`src/rtl/core/stc_pkg.sv`:
```
`timescale 1ns / 1ps
// ----------------------------------------------------------------------------
// stc_pkg
// Shared types and constants of the two-motor trapezoidal ramp controller:
// word layouts, command, phase and status codes, register indexes, reset
// values and the controller-to-datapath command and status groups.
// ----------------------------------------------------------------------------
package stc_pkg;

   localparam int CSR_DATA_W = 31;
   localparam int DEN_W      = 16;

   typedef enum logic [1:0] {
      CMD_TICK  = 2'd0,
      CMD_MOVE  = 2'd1,
      CMD_STOP  = 2'd2,
      CMD_CHECK = 2'd3
   } command_type;

   typedef enum logic [2:0] {
      PH_SLEEP  = 3'd0,
      PH_ACCEL  = 3'd1,
      PH_CRUISE = 3'd2,
      PH_DECEL  = 3'd3,
      PH_SLOW   = 3'd4,
      PH_STOP   = 3'd5,
      PH_STOPZ  = 3'd6
   } phase_type;

   typedef enum logic [2:0] {
      MS_OK        = 3'd0,
      MS_BUSY      = 3'd1,
      MS_ZERO      = 3'd2,
      MS_TOO_BIG   = 3'd3,
      MS_ON_SWITCH = 3'd4
   } status_type;

   typedef enum logic [1:0] {
      DIR_NONE = 2'd0,
      DIR_UP   = 2'd1,
      DIR_DOWN = 2'd3
   } dir_type;

   typedef enum logic [2:0] {
      CSR_FASTEST_A  = 3'd0,
      CSR_FASTEST_B  = 3'd1,
      CSR_TRAVEL_A   = 3'd2,
      CSR_TRAVEL_B   = 3'd3,
      CSR_REVERSE_A  = 3'd4,
      CSR_REVERSE_B  = 3'd5,
      CSR_RAMP_STEPS = 3'd6,
      CSR_MICROSTEPS = 3'd7
   } csr_index_type;

   localparam logic [12:0] FASTEST_RESET    = 13'd500;
   localparam logic [15:0] RAMP_STEPS_RESET = 16'd100;
   localparam logic [7:0]  MICROSTEPS_RESET = 8'd16;
   localparam logic [15:0] PERIOD_RESET     = 16'd1000;
   localparam logic [31:0] POSITION_RESET   = 32'hFFFF_FFFF;
   localparam logic [12:0] PERIOD_FLOOR     = 13'd2;

   typedef struct packed {
      command_type        command;
      logic               motor;
      logic signed [31:0] move_steps;
      logic               zero_switch_hit;
      logic               far_switch_hit;
   } req_word_type;

   typedef struct packed {
      status_type         move_status;
      phase_type          phase;
      logic [15:0]        timer_period;
      logic               motor_enable;
      logic               direction_level;
      logic signed [31:0] position;
      logic [31:0]        steps_remaining;
   } rsp_word_type;

   typedef struct packed {
      logic load;
      logic div_start;
      logic commit;
   } ctrl_cmd_type;

   typedef struct packed {
      logic move_ok;
      logic div_busy;
   } dp_status_type;

endpackage

```
`src/rtl/core/stc_div.sv`:
```
`timescale 1ns / 1ps
// ----------------------------------------------------------------------------
// stc_div
// Restoring divider, one quotient bit per cycle, used for the ramp increment.
// ----------------------------------------------------------------------------
module stc_div #(
   parameter int NUM_W = 17
) (
   input  logic                            clock,
   input  logic                            reset,
   input  logic                            start,
   input  logic [NUM_W-1:0]                numer,
   input  logic [stc_pkg::DEN_W-1:0]       denom,
   output logic                            busy,
   output logic [NUM_W-1:0]                quotient
);

   localparam int CNT_W = $clog2(NUM_W + 1);

   logic [NUM_W-1:0]              quo_ff, quo_in;
   logic [stc_pkg::DEN_W-1:0]     rem_ff, rem_in;
   logic [stc_pkg::DEN_W-1:0]     den_ff, den_in;
   logic [CNT_W-1:0]              cnt_ff, cnt_in;
   logic                          busy_ff, busy_in;
   logic [stc_pkg::DEN_W:0]       trial;
   logic [stc_pkg::DEN_W:0]       trial_diff;
   logic                          ge;

   always_comb begin
      trial      = {rem_ff, quo_ff[NUM_W-1]};
      trial_diff = trial - {1'b0, den_ff};
      ge         = (trial >= {1'b0, den_ff});
      quo_in     = quo_ff;
      rem_in     = rem_ff;
      den_in     = den_ff;
      cnt_in     = cnt_ff;
      busy_in    = busy_ff;
      if (start) begin
         quo_in  = numer;
         rem_in  = '0;
         den_in  = denom;
         cnt_in  = CNT_W'(NUM_W);
         busy_in = 1'b1;
      end else if (busy_ff) begin
         quo_in  = {quo_ff[NUM_W-2:0], ge};
         rem_in  = ge ? trial_diff[stc_pkg::DEN_W-1:0] : trial[stc_pkg::DEN_W-1:0];
         cnt_in  = cnt_ff - CNT_W'(1);
         busy_in = (cnt_ff != CNT_W'(1));
      end
   end

   always_ff @(posedge clock) begin
      if (reset) begin
         busy_ff <= 1'b0;
         cnt_ff  <= '0;
      end else begin
         busy_ff <= busy_in;
         cnt_ff  <= cnt_in;
      end
   end

   always_ff @(posedge clock) begin
      quo_ff <= quo_in;
      rem_ff <= rem_in;
      den_ff <= den_in;
   end

   assign busy     = busy_ff;
   assign quotient = quo_ff;

endmodule

```
`src/rtl/core/stc_dp.sv`:
```
`timescale 1ns / 1ps
// ----------------------------------------------------------------------------
// stc_dp
// Datapath: settings registers, per-motor motion state, move checks, tick
// update, ramp increment divider and the result register.
// ----------------------------------------------------------------------------
module stc_dp #(
   parameter int SLOW_DIV = 10
) (
   input  logic                              clock,
   input  logic                              reset,
   input  logic                              csr_wr_en,
   input  stc_pkg::csr_index_type            csr_index,
   input  logic [stc_pkg::CSR_DATA_W-1:0]    csr_wdata,
   input  stc_pkg::req_word_type             req_word,
   input  stc_pkg::ctrl_cmd_type             cmd,
   output stc_pkg::dp_status_type            status,
   output stc_pkg::rsp_word_type             rsp_word
);

   localparam int PROD_W = 13 + $clog2(SLOW_DIV);

   // settings
   logic [12:0] fastest_ff [2];
   logic [30:0] travel_ff  [2];
   logic        reverse_ff [2];
   logic [15:0] ramp_ff;
   logic [7:0]  micro_ff;

   // per-motor state
   stc_pkg::phase_type phase_ff  [2];
   logic [31:0]        pos_ff    [2];
   logic [31:0]        steps_ff  [2];
   logic [7:0]         cnt_ff    [2];
   stc_pkg::dir_type   dir_ff    [2];
   logic [15:0]        period_ff [2];
   logic [15:0]        inc_ff    [2];
   logic               en_ff     [2];
   logic               pin_ff    [2];

   stc_pkg::req_word_type req_ff;
   stc_pkg::rsp_word_type rsp_ff;

   stc_pkg::phase_type  phase_in;
   logic [31:0]         pos_in;
   logic [31:0]         steps_in;
   logic [7:0]          cnt_in;
   stc_pkg::dir_type    dir_in;
   logic [15:0]         period_in;
   logic [15:0]         inc_in;
   logic                en_in;
   logic                pin_in;
   stc_pkg::status_type move_status_in;

   logic                motor_sel;
   stc_pkg::phase_type  cur_phase;
   stc_pkg::dir_type    cur_dir;
   logic [12:0]         fp;
   logic [12:0]         low_p;
   logic [15:0]         low_ext;
   logic [PROD_W-1:0]   prod_high;
   logic [15:0]         high_p;
   logic [PROD_W-1:0]   div_numer;
   logic [15:0]         div_denom;
   logic                div_busy;
   logic [PROD_W-1:0]   quotient;
   logic [31:0]         inc_wide;
   logic [15:0]         inc_sat;
   logic [31:0]         raw_u;
   logic                down;
   logic [31:0]         mag;
   stc_pkg::status_type move_check;
   logic                short_move;
   logic [7:0]          cnt_inc;
   logic [31:0]         steps_dec;
   logic [15:0]         arr_dn;
   logic [15:0]         arr_up;

   always_ff @(posedge clock) begin
      if (reset) begin
         fastest_ff[0] <= stc_pkg::FASTEST_RESET;
         fastest_ff[1] <= stc_pkg::FASTEST_RESET;
         travel_ff[0]  <= '0;
         travel_ff[1]  <= '0;
         reverse_ff[0] <= 1'b0;
         reverse_ff[1] <= 1'b0;
         ramp_ff       <= stc_pkg::RAMP_STEPS_RESET;
         micro_ff      <= stc_pkg::MICROSTEPS_RESET;
      end else if (csr_wr_en) begin
         unique case (csr_index)
            stc_pkg::CSR_FASTEST_A:  fastest_ff[0] <= csr_wdata[12:0];
            stc_pkg::CSR_FASTEST_B:  fastest_ff[1] <= csr_wdata[12:0];
            stc_pkg::CSR_TRAVEL_A:   travel_ff[0]  <= csr_wdata[30:0];
            stc_pkg::CSR_TRAVEL_B:   travel_ff[1]  <= csr_wdata[30:0];
            stc_pkg::CSR_REVERSE_A:  reverse_ff[0] <= csr_wdata[0];
            stc_pkg::CSR_REVERSE_B:  reverse_ff[1] <= csr_wdata[0];
            stc_pkg::CSR_RAMP_STEPS: ramp_ff       <= csr_wdata[15:0];
            stc_pkg::CSR_MICROSTEPS: micro_ff      <= csr_wdata[7:0];
            default: ;
         endcase
      end
   end

   always_ff @(posedge clock) begin
      if (cmd.load) begin
         req_ff <= req_word;
      end
   end

   assign motor_sel = req_ff.motor;
   assign cur_phase = phase_ff[motor_sel];
   assign cur_dir   = dir_ff[motor_sel];

   // period bounds follow the live settings
   assign fp        = fastest_ff[motor_sel];
   assign low_p     = (fp < stc_pkg::PERIOD_FLOOR) ? stc_pkg::PERIOD_FLOOR : fp;
   assign low_ext   = {3'b000, low_p};
   assign prod_high = PROD_W'(low_p) * PROD_W'(SLOW_DIV);
   assign high_p    = (32'(prod_high) > 32'd65535) ? 16'hFFFF : 16'(prod_high);
   assign div_numer = PROD_W'(low_p) * PROD_W'(SLOW_DIV - 1);
   assign div_denom = (ramp_ff == 16'd0) ? 16'd1 : ramp_ff;

   stc_div #(
      .NUM_W (PROD_W)
   ) u_div (
      .clock    (clock),
      .reset    (reset),
      .start    (cmd.div_start),
      .numer    (div_numer),
      .denom    (div_denom),
      .busy     (div_busy),
      .quotient (quotient)
   );

   assign inc_wide = 32'(quotient) + 32'd1;
   assign inc_sat  = (inc_wide > 32'd65535) ? 16'hFFFF : inc_wide[15:0];

   // move checks
   assign raw_u      = unsigned'(req_ff.move_steps);
   assign down       = raw_u[31];
   assign mag        = down ? (32'd0 - raw_u) : raw_u;
   assign short_move = ({1'b0, mag} < {16'd0, ramp_ff, 1'b0});

   always_comb begin
      if (cur_phase != stc_pkg::PH_SLEEP) begin
         move_check = stc_pkg::MS_BUSY;
      end else if (raw_u == 32'd0) begin
         move_check = stc_pkg::MS_ZERO;
      end else if ((travel_ff[motor_sel] != 31'd0) && (mag > {1'b0, travel_ff[motor_sel]})) begin
         move_check = stc_pkg::MS_TOO_BIG;
      end else if ((down && req_ff.zero_switch_hit) || (!down && req_ff.far_switch_hit)) begin
         move_check = stc_pkg::MS_ON_SWITCH;
      end else begin
         move_check = stc_pkg::MS_OK;
      end
   end

   assign cnt_inc   = cnt_ff[motor_sel] + 8'd1;
   assign steps_dec = steps_ff[motor_sel] - 32'd1;
   assign arr_dn    = period_ff[motor_sel] - inc_ff[motor_sel];
   assign arr_up    = period_ff[motor_sel] + inc_ff[motor_sel];

   always_comb begin
      phase_in       = cur_phase;
      pos_in         = pos_ff[motor_sel];
      steps_in       = steps_ff[motor_sel];
      cnt_in         = cnt_ff[motor_sel];
      dir_in         = cur_dir;
      period_in      = period_ff[motor_sel];
      inc_in         = inc_ff[motor_sel];
      en_in          = en_ff[motor_sel];
      pin_in         = pin_ff[motor_sel];
      move_status_in = stc_pkg::MS_OK;
      case (req_ff.command)
         stc_pkg::CMD_TICK: begin
            if (cur_phase != stc_pkg::PH_SLEEP) begin
               cnt_in = cnt_inc;
               if (cnt_inc == micro_ff) begin
                  cnt_in = 8'd0;
                  // full step
                  if (cur_phase == stc_pkg::PH_STOPZ) begin
                     pos_in = 32'd0;
                  end else begin
                     steps_in = steps_dec;
                     if (steps_dec == 32'd0) begin
                        phase_in = stc_pkg::PH_STOP;
                     end
                     if (cur_dir == stc_pkg::DIR_UP) begin
                        pos_in = pos_ff[motor_sel] + 32'd1;
                     end else if (cur_dir == stc_pkg::DIR_DOWN) begin
                        pos_in = pos_ff[motor_sel] - 32'd1;
                     end
                  end
                  case (phase_in)
                     stc_pkg::PH_ACCEL: begin
                        if ((arr_dn <= low_ext) || (arr_dn > high_p)) begin
                           period_in = low_ext;
                           phase_in  = stc_pkg::PH_CRUISE;
                        end else begin
                           period_in = arr_dn;
                        end
                     end
                     stc_pkg::PH_DECEL: begin
                        if ((arr_up >= high_p) || (arr_up < low_ext)) begin
                           period_in = high_p;
                           phase_in  = stc_pkg::PH_SLOW;
                        end else begin
                           period_in = arr_up;
                        end
                     end
                     stc_pkg::PH_CRUISE: begin
                        if (steps_in <= {16'd0, ramp_ff}) begin
                           phase_in = stc_pkg::PH_DECEL;
                        end
                     end
                     stc_pkg::PH_SLOW: ;
                     default: begin
                        // stop phases power down
                        cnt_in   = 8'd0;
                        en_in    = 1'b0;
                        dir_in   = stc_pkg::DIR_NONE;
                        steps_in = 32'd0;
                        phase_in = stc_pkg::PH_SLEEP;
                     end
                  endcase
               end
            end
         end
         stc_pkg::CMD_MOVE: begin
            move_status_in = move_check;
            if (move_check == stc_pkg::MS_OK) begin
               dir_in    = down ? stc_pkg::DIR_DOWN : stc_pkg::DIR_UP;
               pin_in    = reverse_ff[motor_sel] ? !down : down;
               en_in     = 1'b1;
               steps_in  = mag;
               period_in = high_p;
               inc_in    = inc_sat;
               phase_in  = short_move ? stc_pkg::PH_SLOW : stc_pkg::PH_ACCEL;
            end
         end
         stc_pkg::CMD_STOP: begin
            if (cur_phase != stc_pkg::PH_SLEEP) begin
               phase_in = stc_pkg::PH_STOP;
            end
         end
         stc_pkg::CMD_CHECK: begin
            if (cur_phase inside {stc_pkg::PH_ACCEL, stc_pkg::PH_CRUISE,
                                  stc_pkg::PH_DECEL, stc_pkg::PH_SLOW}) begin
               if (req_ff.zero_switch_hit && (cur_dir == stc_pkg::DIR_DOWN)) begin
                  phase_in = stc_pkg::PH_STOPZ;
               end else if (req_ff.far_switch_hit && (cur_dir == stc_pkg::DIR_UP)) begin
                  phase_in = stc_pkg::PH_STOP;
               end
            end
         end
         default: ;
      endcase
   end

   always_ff @(posedge clock) begin
      if (reset) begin
         for (int i = 0; i < 2; i++) begin
            phase_ff[i]  <= stc_pkg::PH_SLEEP;
            pos_ff[i]    <= stc_pkg::POSITION_RESET;
            steps_ff[i]  <= '0;
            cnt_ff[i]    <= '0;
            dir_ff[i]    <= stc_pkg::DIR_NONE;
            period_ff[i] <= stc_pkg::PERIOD_RESET;
            inc_ff[i]    <= '0;
            en_ff[i]     <= 1'b0;
            pin_ff[i]    <= 1'b0;
         end
      end else if (cmd.commit) begin
         phase_ff[motor_sel]  <= phase_in;
         pos_ff[motor_sel]    <= pos_in;
         steps_ff[motor_sel]  <= steps_in;
         cnt_ff[motor_sel]    <= cnt_in;
         dir_ff[motor_sel]    <= dir_in;
         period_ff[motor_sel] <= period_in;
         inc_ff[motor_sel]    <= inc_in;
         en_ff[motor_sel]     <= en_in;
         pin_ff[motor_sel]    <= pin_in;
      end
   end

   always_ff @(posedge clock) begin
      if (cmd.commit) begin
         rsp_ff.move_status     <= move_status_in;
         rsp_ff.phase           <= phase_in;
         rsp_ff.timer_period    <= period_in;
         rsp_ff.motor_enable    <= en_in;
         rsp_ff.direction_level <= pin_in;
         rsp_ff.position        <= signed'(pos_in);
         rsp_ff.steps_remaining <= steps_in;
      end
   end

   assign status.move_ok  = (req_ff.command == stc_pkg::CMD_MOVE) &&
                            (move_check == stc_pkg::MS_OK);
   assign status.div_busy = div_busy;
   assign rsp_word        = rsp_ff;

endmodule

```
`src/rtl/core/stc_ctrl.sv`:
```
`timescale 1ns / 1ps
// ----------------------------------------------------------------------------
// stc_ctrl
// Sequencer: takes one request word, runs the divider for accepted moves,
// commits the motor state and hands the result word to the output register.
// ----------------------------------------------------------------------------
module stc_ctrl (
   input  logic                   clock,
   input  logic                   reset,
   input  logic                   req_valid,
   output logic                   req_stall,
   output logic                   rsp_valid,
   input  logic                   rsp_stall,
   input  stc_pkg::dp_status_type status,
   output stc_pkg::ctrl_cmd_type  cmd
);

   typedef enum logic [1:0] {
      ST_IDLE,
      ST_CHECK,
      ST_DIVIDE,
      ST_COMMIT
   } state_type;

   state_type state_ff, state_in;
   logic      rsp_valid_ff, rsp_valid_in;
   logic      out_free;

   assign out_free = !rsp_valid_ff || !rsp_stall;

   always_comb begin
      state_in      = state_ff;
      cmd.load      = 1'b0;
      cmd.div_start = 1'b0;
      cmd.commit    = 1'b0;
      unique case (state_ff)
         ST_IDLE: begin
            if (req_valid) begin
               cmd.load = 1'b1;
               state_in = ST_CHECK;
            end
         end
         ST_CHECK: begin
            if (status.move_ok) begin
               cmd.div_start = 1'b1;
               state_in      = ST_DIVIDE;
            end else begin
               state_in = ST_COMMIT;
            end
         end
         ST_DIVIDE: begin
            if (!status.div_busy) begin
               state_in = ST_COMMIT;
            end
         end
         ST_COMMIT: begin
            if (out_free) begin
               cmd.commit = 1'b1;
               state_in   = ST_IDLE;
            end
         end
         default: state_in = ST_IDLE;
      endcase
      rsp_valid_in = cmd.commit || (rsp_valid_ff && rsp_stall);
   end

   always_ff @(posedge clock) begin
      if (reset) begin
         state_ff     <= ST_IDLE;
         rsp_valid_ff <= 1'b0;
      end else begin
         state_ff     <= state_in;
         rsp_valid_ff <= rsp_valid_in;
      end
   end

   assign req_stall = (state_ff != ST_IDLE);
   assign rsp_valid = rsp_valid_ff;

endmodule

```
`src/rtl/core/stepper_trapezoid_ramp_controller_core.sv`:
```
`timescale 1ns / 1ps
// A word is loaded (ST_IDLE), checked (ST_CHECK) and committed (ST_COMMIT); a move that
//   passes its checks also runs the ramp-increment divider (ST_DIVIDE) before the commit
// throughput: one word in flight; the next is taken the cycle after the result registers,
//   while that result may still wait at the output
// reset: synchronous; both motors asleep at position -1, settings back to defaults
// ----------------------------------------------------------------------------
// stepper_trapezoid_ramp_controller_core
// Two-motor stepper controller with a linear trapezoidal ramp of the step
// timer period: ticks, moves, stops and end-switch checks per motor.
// ----------------------------------------------------------------------------
module stepper_trapezoid_ramp_controller_core #(
   parameter int SLOW_DIV = 10
) (
   input  logic                            clock,
   input  logic                            reset,
   input  logic                            csr_wr_en,
   input  stc_pkg::csr_index_type          csr_index,
   input  logic [stc_pkg::CSR_DATA_W-1:0]  csr_wdata,
   input  logic                            req_valid,
   output logic                            req_stall,
   input  stc_pkg::req_word_type           req_word,
   output logic                            rsp_valid,
   input  logic                            rsp_stall,
   output stc_pkg::rsp_word_type           rsp_word
);

   stc_pkg::ctrl_cmd_type  cmd;
   stc_pkg::dp_status_type status;

   stc_ctrl u_ctrl (
      .clock     (clock),
      .reset     (reset),
      .req_valid (req_valid),
      .req_stall (req_stall),
      .rsp_valid (rsp_valid),
      .rsp_stall (rsp_stall),
      .status    (status),
      .cmd       (cmd)
   );

   stc_dp #(
      .SLOW_DIV (SLOW_DIV)
   ) u_dp (
      .clock     (clock),
      .reset     (reset),
      .csr_wr_en (csr_wr_en),
      .csr_index (csr_index),
      .csr_wdata (csr_wdata),
      .req_word  (req_word),
      .cmd       (cmd),
      .status    (status),
      .rsp_word  (rsp_word)
   );

endmodule

```
`config.mk`:
```
export PLATFORM = sky130hd
export DESIGN_NAME = stepper_trapezoid_ramp_controller_core
export DESIGN_NICKNAME = d
export VERILOG_FILES = /design/src/rtl/core/stc_pkg.sv /design/src/rtl/core/stc_div.sv /design/src/rtl/core/stc_dp.sv /design/src/rtl/core/stc_ctrl.sv /design/src/rtl/core/stepper_trapezoid_ramp_controller_core.sv
export SDC_FILE = /design/constraint.sdc
export NUM_CORES = 1
export LEC_CHECK = 0
export BUFFER_PORTS_ARGS = -buffer_cell sky130_fd_sc_hd__clkbuf_2
export CAP_MARGIN = 0
export CORE_MARGIN = 10
export CORE_UTILIZATION = 55
export CTS_CLUSTER_DIAMETER = 80
export DETAILED_ROUTE_END_ITERATION = 16
export PLACE_DENSITY = 0.73
export RECOVER_POWER = 100
export SLEW_MARGIN = 15
export SYNTH_ARGS = -nofsm -noshare
export SYNTH_HDL_FRONTEND = slang
export SYNTH_SLANG_ARGS = --single-unit
```
`constraint.sdc`:
```
create_clock -name clock -period 14.56 [get_ports clock]
set_input_delay 2.912 -clock clock [delete_from_list [all_inputs] [get_ports clock]]
set_output_delay 2.912 -clock clock [all_outputs]
set_load 0.03 [all_outputs]
```
==> results by group, run 1 <==
Outcome
  – Status: finished, violations left
  – Failing checks: capacitance limit, slew limit

Logic synthesis
  – Synth Register Bits: 520
  – Register area share after synthesis: between 40 and 50%
  – Largest area contributor in the netlist: edfxtp_1
  – Ys async rst share: 0%
  – Primary FF master, synth: edfxtp_1
  – Warnings from Yosys: 0
  – Avg Synthesized Cell Area: 9.917 um2
  – Post-synth EDFFs: 470
  – Mapped cell area: 0.03372 mm2
  – Number of library cell types mapped by synthesis: 97
  – Synth top area share: a little over two fifths
  – Cells after synthesis: ~3,400
  – Top area cells in the synthesized netlist: edfxtp_1 (42%), ha_1 (8.1%), mux2i_1 (4.0%)
  – Post-Syn Nets: approximately 3,700

Worst setup path
  – Worst path top cell family by delay: buffers and inverters
  – FF-to-FF path depth: 18
  – CP max FO: roughly 160
  – Worst path cell trace: buf_12 -> clkbuf_1 -> mux2_1 -> inv_1 -> ha_1 -> nor2b_1 -> a41oi_1 -> mux2i_1 -> inv_1 -> ha_1 -> and4_1 -> and4_1 -> o2111a_1 -> a221oi_1 -> a21oi_1 -> mux2_1 -> a211oi_2 -> nor3_1
  – Crit path launch type: flop
  – Worst Path Arrival: 10,980 ps
  – Slowest cell on crit path: clkbuf_1
  – Slowest stage delay, CP: around 2300 ps
  – WP buf/inv: 4
  – Setup crit end kind: flop
  – Capture point of the worst path: u_dp.period_ff[1][11]
  – R2R Setup Slk: roughly 3800 ps
  – R2R Path End: u_dp.period_ff[1][11]
  – CP Depth: 18
  – Setup CP Type: flop to flop
  – Worst endpoint required time: between 10,000 and 15,000 ps

Clock network
  – Reg clk slew, reported paths: about 60 ps
  – Clock sink count: 520
  – Total setup buffers inserted after CTS: 0
  – Cts bufs inserted: 54
  – Root Driver: clkbuf_16
  – Hold-fix buffers, CTS: 0
  – Clock H-tree levels: 2
  – PostCTS Resize Cnt: 0
  – Clk Latency, worst-skew pair: ~640 ps
  – Maximum buffer depth of the clock tree: 3
  – CTS tree: done

Pwr
  – Static Leak: ~13 nW
  – P per Cell Area: approximately 170 mW/mm2
  – Worst VDD drop: between 100 and 150 uV
  – Post-layout total power: between 0.006 and 0.007 W

Routing
  – DR WL/cell: 23.47 um
  – Vias/cell: 6.394
  – Initial DRC count: 3,083
  – WL final: approximately 100,000 um
  – DRC: 0
  – 1st-pass router iterations: 8
  – Routed Antenna Nets: 0
  – Via count: approximately 28,000

STA
  – RSZ-0062 raised after global routing: false
  – Final Skew: approximately 20 ps
  – Worst-Margin Slew: 4811 ps
  – Period utilization: ~74%
  – Rel. slew slack: -220.7%
  – Final hold violations: 0
  – Min Tclk post-route: around 11,000 ps
  – Max Freq: 93.06 MHz
  – Setup TNS: 0 ps
  – Max Slew Vio Count: about 860
  – Final setup viols: 0

Global route
  – Antenna violations before repair: 4
  – GRT Total Usage: roughly 28%
  – Number of global-route vias before repair: roughly 26,000
  – Global route overflow: 0
  – First-pass GRT wire length: 155,200 um
  – Pin count of the biggest net entering global routing: 160

Finish
  – Share of cells above drive strength 1: 8.228%
  – Area Growth Syn to Fin: 9.333%
  – Final #Nets: 3,805
  – Filler cell count: slightly above 5,000
  – N_diodes: 0

Die
  – Die Span Y: approximately 270 um
  – Core Footprint: a little over 0.06 mm2
  – Starting Density: a little under three fifths
  – Die area: 0.07161 mm2
  – Die W: 267.6 um
  – Site Rows: 90
  – Ports: between 150 and 200

Placement
  – Gpl congestion: approximately 1.0
  – Dpl hpwl: about 75,000 um
  – PortBufs: about 170

Min path
  – Worst Hold Class: flop to flop

Job
  – Max cap viols: 22
-- worst min path at each step --
| stage | startpoint | endpoint | depth (start not counted) |
|---|---|---|---|
| 2_1_floorplan | u_dp.micro_ff[0] | u_dp.micro_ff[0] | 2 |
| 3_3_place_gp | u_dp.micro_ff[1] | u_dp.micro_ff[1] | 2 |
| 3_5_place_dp | u_dp.micro_ff[5] | u_dp.micro_ff[5] | 2 |
| 4_1_cts | u_dp.micro_ff[5] | u_dp.micro_ff[5] | 2 |
| 5_1_grt | u_dp.ramp_ff[2] | u_dp.u_div.den_ff[2] | 0 |
| 6_report | u_dp.micro_ff[5] | u_dp.micro_ff[5] | 2 |
-- worst register-to-register path, cell delays in order (launching register included) --
cell	delay [ps]
dfxtp_1	1660
buf_12	690
clkbuf_1	2550
mux2_1	480
inv_1	60
ha_1	410
nor2b_1	180
a41oi_1	290
mux2i_1	630
inv_1	220
ha_1	340
and4_1	210
and4_1	220
o2111a_1	140
a221oi_1	870
a21oi_1	530
mux2_1	490
a211oi_2	310
nor3_1	80
-- cells in the mapped netlist (30+ instances only) --
cell and count:
edfxtp_1 470, nor2_1 321, nand2_1 300, ha_1 218
a21oi_1 190, inv_1 190, o21ai_0 142, mux2i_1 136
clkbuf_1 115, nor3_1 108, xnor2_1 107, and2_1 85
nand3_1 84, mux2_2 64, nor4_1 53, dfxtp_1 50
xor2_1 45, a211oi_1 39, o21ai_1 39, nand4_1 38
a21o_1 33, o211ai_1 30
-- kinds of logic (layout without fill, tap and decap cells) --
logic type | after synthesis | in the layout | share of synthesized area, %
adders and majority gates | 223 | 223 | 8.386
xor gates and xnor gates | 152 | 152 | 3.948
buffers and inverters | 348 | 497 | 4.141
DFF | 520 | 520 | 44.83
AOI/OAI and AO/OA | 778 | 778 | 15.39
and+or+nand+nor | 1178 | 1178 | 17.10
muxes | 201 | 201 | 6.215
-- per-stage QoR --
step / util, % / instance area, um2 / hold slack (ps) / setup WS [ps] / instances
after floorplan: - / 33720 / 448.1 / 6502 / 3400
after global placement: 58.17 / 35240 / 459.7 / 6734 / 4231
after detailed placement: 58.17 / 35240 / 462.5 / 6726 / 4231
after CTS: 61.34 / 37160 / 471.0 / 6685 / 4330
after global routing: 60.85 / 36870 / 474.3 / 3087 / 4331
final: 60.85 / 36870 / 471.2 / 3815 / 4331
-- registers in the layout, summed over array words and instances (netlist names), 4 cells and up, named ones only --
name / cells
u_dp.travel_ff: 62
u_dp.u_div.quotient: 17
u_dp.steps_ff: 64
u_dp.fastest_ff: 26
u_dp.raw_u: 32
u_dp.micro_ff: 8
u_dp.period_ff: 32
u_dp.dir_ff: 4
u_dp.u_div.den_ff: 16
u_dp.cnt_ff: 16
u_dp.pos_ff: 64
u_dp.rsp_word: 88
u_dp.u_div.cnt_ff: 5
u_dp.inc_ff: 32
u_dp.phase_ff: 6
u_dp.ramp_ff: 16
u_dp.req_ff: 4
u_dp.u_div.rem_ff: 16
-- power by group --
part / leakage, nW / switching (W) / internal [W] / total, W
Combinational: 7.74 / 0.00192 / 0.00105 / 0.00297
Sequential: 4.66 / 0.0000970 / 0.00180 / 0.00189
Clock: 0.936 / 0.000613 / 0.000878 / 0.00149
Total: 13.3 / 0.00263 / 0.00372 / 0.00636
-- placed cells by master (no fill, tap or decap), drive strengths merged, types with 13 or more instances in the layout --
cell | Yosys | final
a31oi | 19 | 19
mux2 | 64 | 64
a211oi | 45 | 45
o31ai | 26 | 26
xor2 | 45 | 45
o21bai | 18 | 18
a22oi | 27 | 27
a21oi | 190 | 190
nand4 | 38 | 38
and2 | 85 | 85
xnor2 | 107 | 107
o21a | 23 | 23
buf | 40 | 23
o211ai | 33 | 33
a21o | 33 | 33
nor4 | 57 | 57
and3 | 16 | 16
clkinv | 2 | 24
inv | 191 | 193
or2 | 17 | 17
clkbuf | 115 | 243
o41ai | 16 | 16
nand2 | 300 | 300
nor3b | 14 | 14
nand2b | 25 | 25
nor2 | 321 | 321
dfxtp | 50 | 50
o21ai | 182 | 182
nand3 | 85 | 85
or4 | 13 | 13
o22ai | 23 | 23
ha | 218 | 218
mux2i | 137 | 137
nor3 | 108 | 108
edfxtp | 470 | 470
or3 | 27 | 27
nor2b | 25 | 25
-- layer usage --
layer,wire (um),track usage (%),vias to the layer above
li1,-,-,12850
met1,40640,35.76,13220
met2,47160,44.90,1328
met3,9022,5.081,296
met4,4808,12.47,2
met5,13,0,-
-- layout make-up --
cell class	instances	area (um2)	area share (%)
inverters	193	725.7	1.969
flip-flops and latches	520	15110	41.00
repair buffers	205	960.9	2.607
well taps	782	978.4	2.654
clock buffers	61	1409	3.822
multi-input cells	2532	17170	46.57
clock inverters	38	508.0	1.378
Note: power is estimated with default switching activity, not from simulation.
==> run 2, diff against run 1 <==
- clock period: 14.56 -> 10.5 ns (I/O delays scaled with it)
==> run 2 against run 1 <==
Effect of this change:
- combinational power is 39% higher
- clock power is 36% higher
- the flow still finishes with violations (capacitance limit, slew limit)
- sequential share of layout area hardly changed
- cell area hardly changed
- fmax is 18% higher
- worst setup slack worse by 2400 ps
- critical path type unchanged
==> results by group, run 2 (synthesis results as in run 1) <==
Routing
  – 1st-pass router iterations: 6
  – Via count: between 20,000 and 30,000
  – DR WL/cell: about 24 um
  – DRC: 0
  – Routed Antenna Nets: 0
  – Initial DRC count: approximately 3,100
  – WL final: 103,200 um
  – Vias/cell: roughly 6.4

Clock network
  – Clock H-tree levels: 2
  – Reg clk slew, reported paths: about 60 ps
  – Clk Latency, worst-skew pair: between 600 and 700 ps
  – Clock sink count: between 500 and 600
  – Root Driver: clkbuf_16
  – Maximum buffer depth of the clock tree: 3
  – CTS tree: done
  – Cts bufs inserted: between 50 and 60
  – Total setup buffers inserted after CTS: 0
  – PostCTS Resize Cnt: 0
  – Hold-fix buffers, CTS: 0

Global route
  – First-pass GRT wire length: 155,800 um
  – Global route overflow: 0
  – Antenna violations before repair: 3
  – Pin count of the biggest net entering global routing: 84
  – Number of global-route vias before repair: 26,210
  – GRT Total Usage: 28.05%

STA
  – Max Freq: 109.7 MHz
  – RSZ-0062 raised after global routing: false
  – Rel. slew slack: -233.3%
  – Setup TNS: 0 ps
  – Final setup viols: 0
  – Min Tclk post-route: 9113 ps
  – Final Skew: 26.90 ps
  – Final hold violations: 0
  – Worst-Margin Slew: between 4000 and 5000 ps
  – Max Slew Vio Count: about 580
  – Period utilization: 86.79%

Finish
  – Fin util: 60.86%
  – Design Area, Final: about 0.037 mm2
  – Most frequent cells in the layout: edfxtp_1 (470), nor2_1 (320), nand2_1 (298), ha_1 (218), a21oi_1 (190)
  – Final #Nets: 3,808
  – N_diodes: 0
  – Largest register FFs: approximately 90
  – Commonest non-fill, non-tap cell in the layout: edfxtp_1
  – Share of cells above drive strength 1: under 10%
  – Area Growth Syn to Fin: 9.340%

Min path
  – Worst Hold Class: flop to flop
  – Min-delay src: u_dp.micro_ff[5]

Outcome
  – Failing checks: capacitance limit, slew limit
  – Status: finished, violations left

Die
  – Ports: approximately 170
  – Site Rows: 90
  – Starting Density: 55.66%
  – Die W: between 200 and 300 um
  – Die area: a little over 0.07 mm2
  – Die Span Y: 267.6 um
  – Core Footprint: a little over 0.06 mm2

Job
  – Max cap viols: 13

Placement
  – PortBufs: 165
  – Dpl hpwl: around 76,000 um
  – Placed inst area: 0.03524 mm2
  – Gpl congestion: about 1.0

Worst setup path
  – Worst Path Arrival: between 9000 and 10,000 ps
  – Setup CP Type: flop to flop
  – Worst endpoint required time: about 11,000 ps
  – Setup crit end kind: flop
  – CP max FO: 56
  – Crit path launch type: flop

Pwr
  – Static Leak: ~13 nW
  – Worst VDD drop: 225.6 uV
  – P per Cell Area: roughly 240 mW/mm2
-- run 2: changes by cell type in the layout (fill, tap and decap cells not counted), sizes merged --
cell	change
clkbuf	+5
buf	+2
bufinv	-4
clkinvlp	+3
clkinv	+1
-- run 2: power by group --
part	internal, W	switching (W)
combinational	0.00145	0.00269
sequential	0.00249	0.000132
clock	0.00116	0.000854
-- run 2: critical path: stages, from the launching register on --
cell	delay, ps
dfxtp_4	710
buf_4	630
clkbuf_1	2260
mux2i_1	730
ha_1	530
nand4_1	150
nor3_1	70
or4_1	510
o311ai_0	310
clkbuf_1	460
nand2_1	520
nor2_4	350
buf_4	640
nand3_1	410
o21ai_0	240
nor2_1	70
-- run 2: layout make-up --
cell class / count / area [um2]
Fill cell: 5177 / 23720
Multi-Input combinational cell: 2532 / 17200
Sequential cell: 520 / 15120
Clock buffer: 67 / 1484
Tap cell: 782 / 978.4
Timing Repair Buffer: 206 / 957.2
Inverter: 193 / 725.7
Clock inverter: 38 / 404.1
-- run 2: per-stage QoR --
step | hold slack, ps | setup slack, ps | cells | power, W
2_1_floorplan | 448.1 | 2442 | 3400 | 0.005503
3_3_place_gp | 459.4 | 2664 | 4233 | 0.006674
6_report | 471.1 | 1387 | 4338 | 0.008777
3_5_place_dp | 467.1 | 2522 | 4233 | 0.006680
5_1_grt | 493.6 | 936.5 | 4338 | 0.009257
4_1_cts | 475.3 | 2481 | 4338 | 0.008707
-- run 2: path summary, 6_finish.rpt --
kind                             to  depth (start not counted)  slack [ps]
setup / recovery  u_dp.inc_ff[1][9]                         15        1390
hold / removal     u_dp.micro_ff[5]                          2         470
setup reg to reg  u_dp.inc_ff[1][9]                         15        1390
hold reg to reg    u_dp.micro_ff[5]                          2         470
-- run 2: metal layers --
| metal | up-vias | share of wire, % | wire [um] | GRT usage, % |
|---|---|---|---|---|
| met3 | 250 | 8.9 | 9159 | 4.733 |
| met4 | 2 | 4.2 | 4371 | 11.36 |
| met2 | 1330 | 47 | 48200 | 45.86 |
| met5 | - | 0.014 | 14 | 0 |
| met1 | 13180 | 40 | 41500 | 36.53 |
| li1 | 12870 | - | - | - |
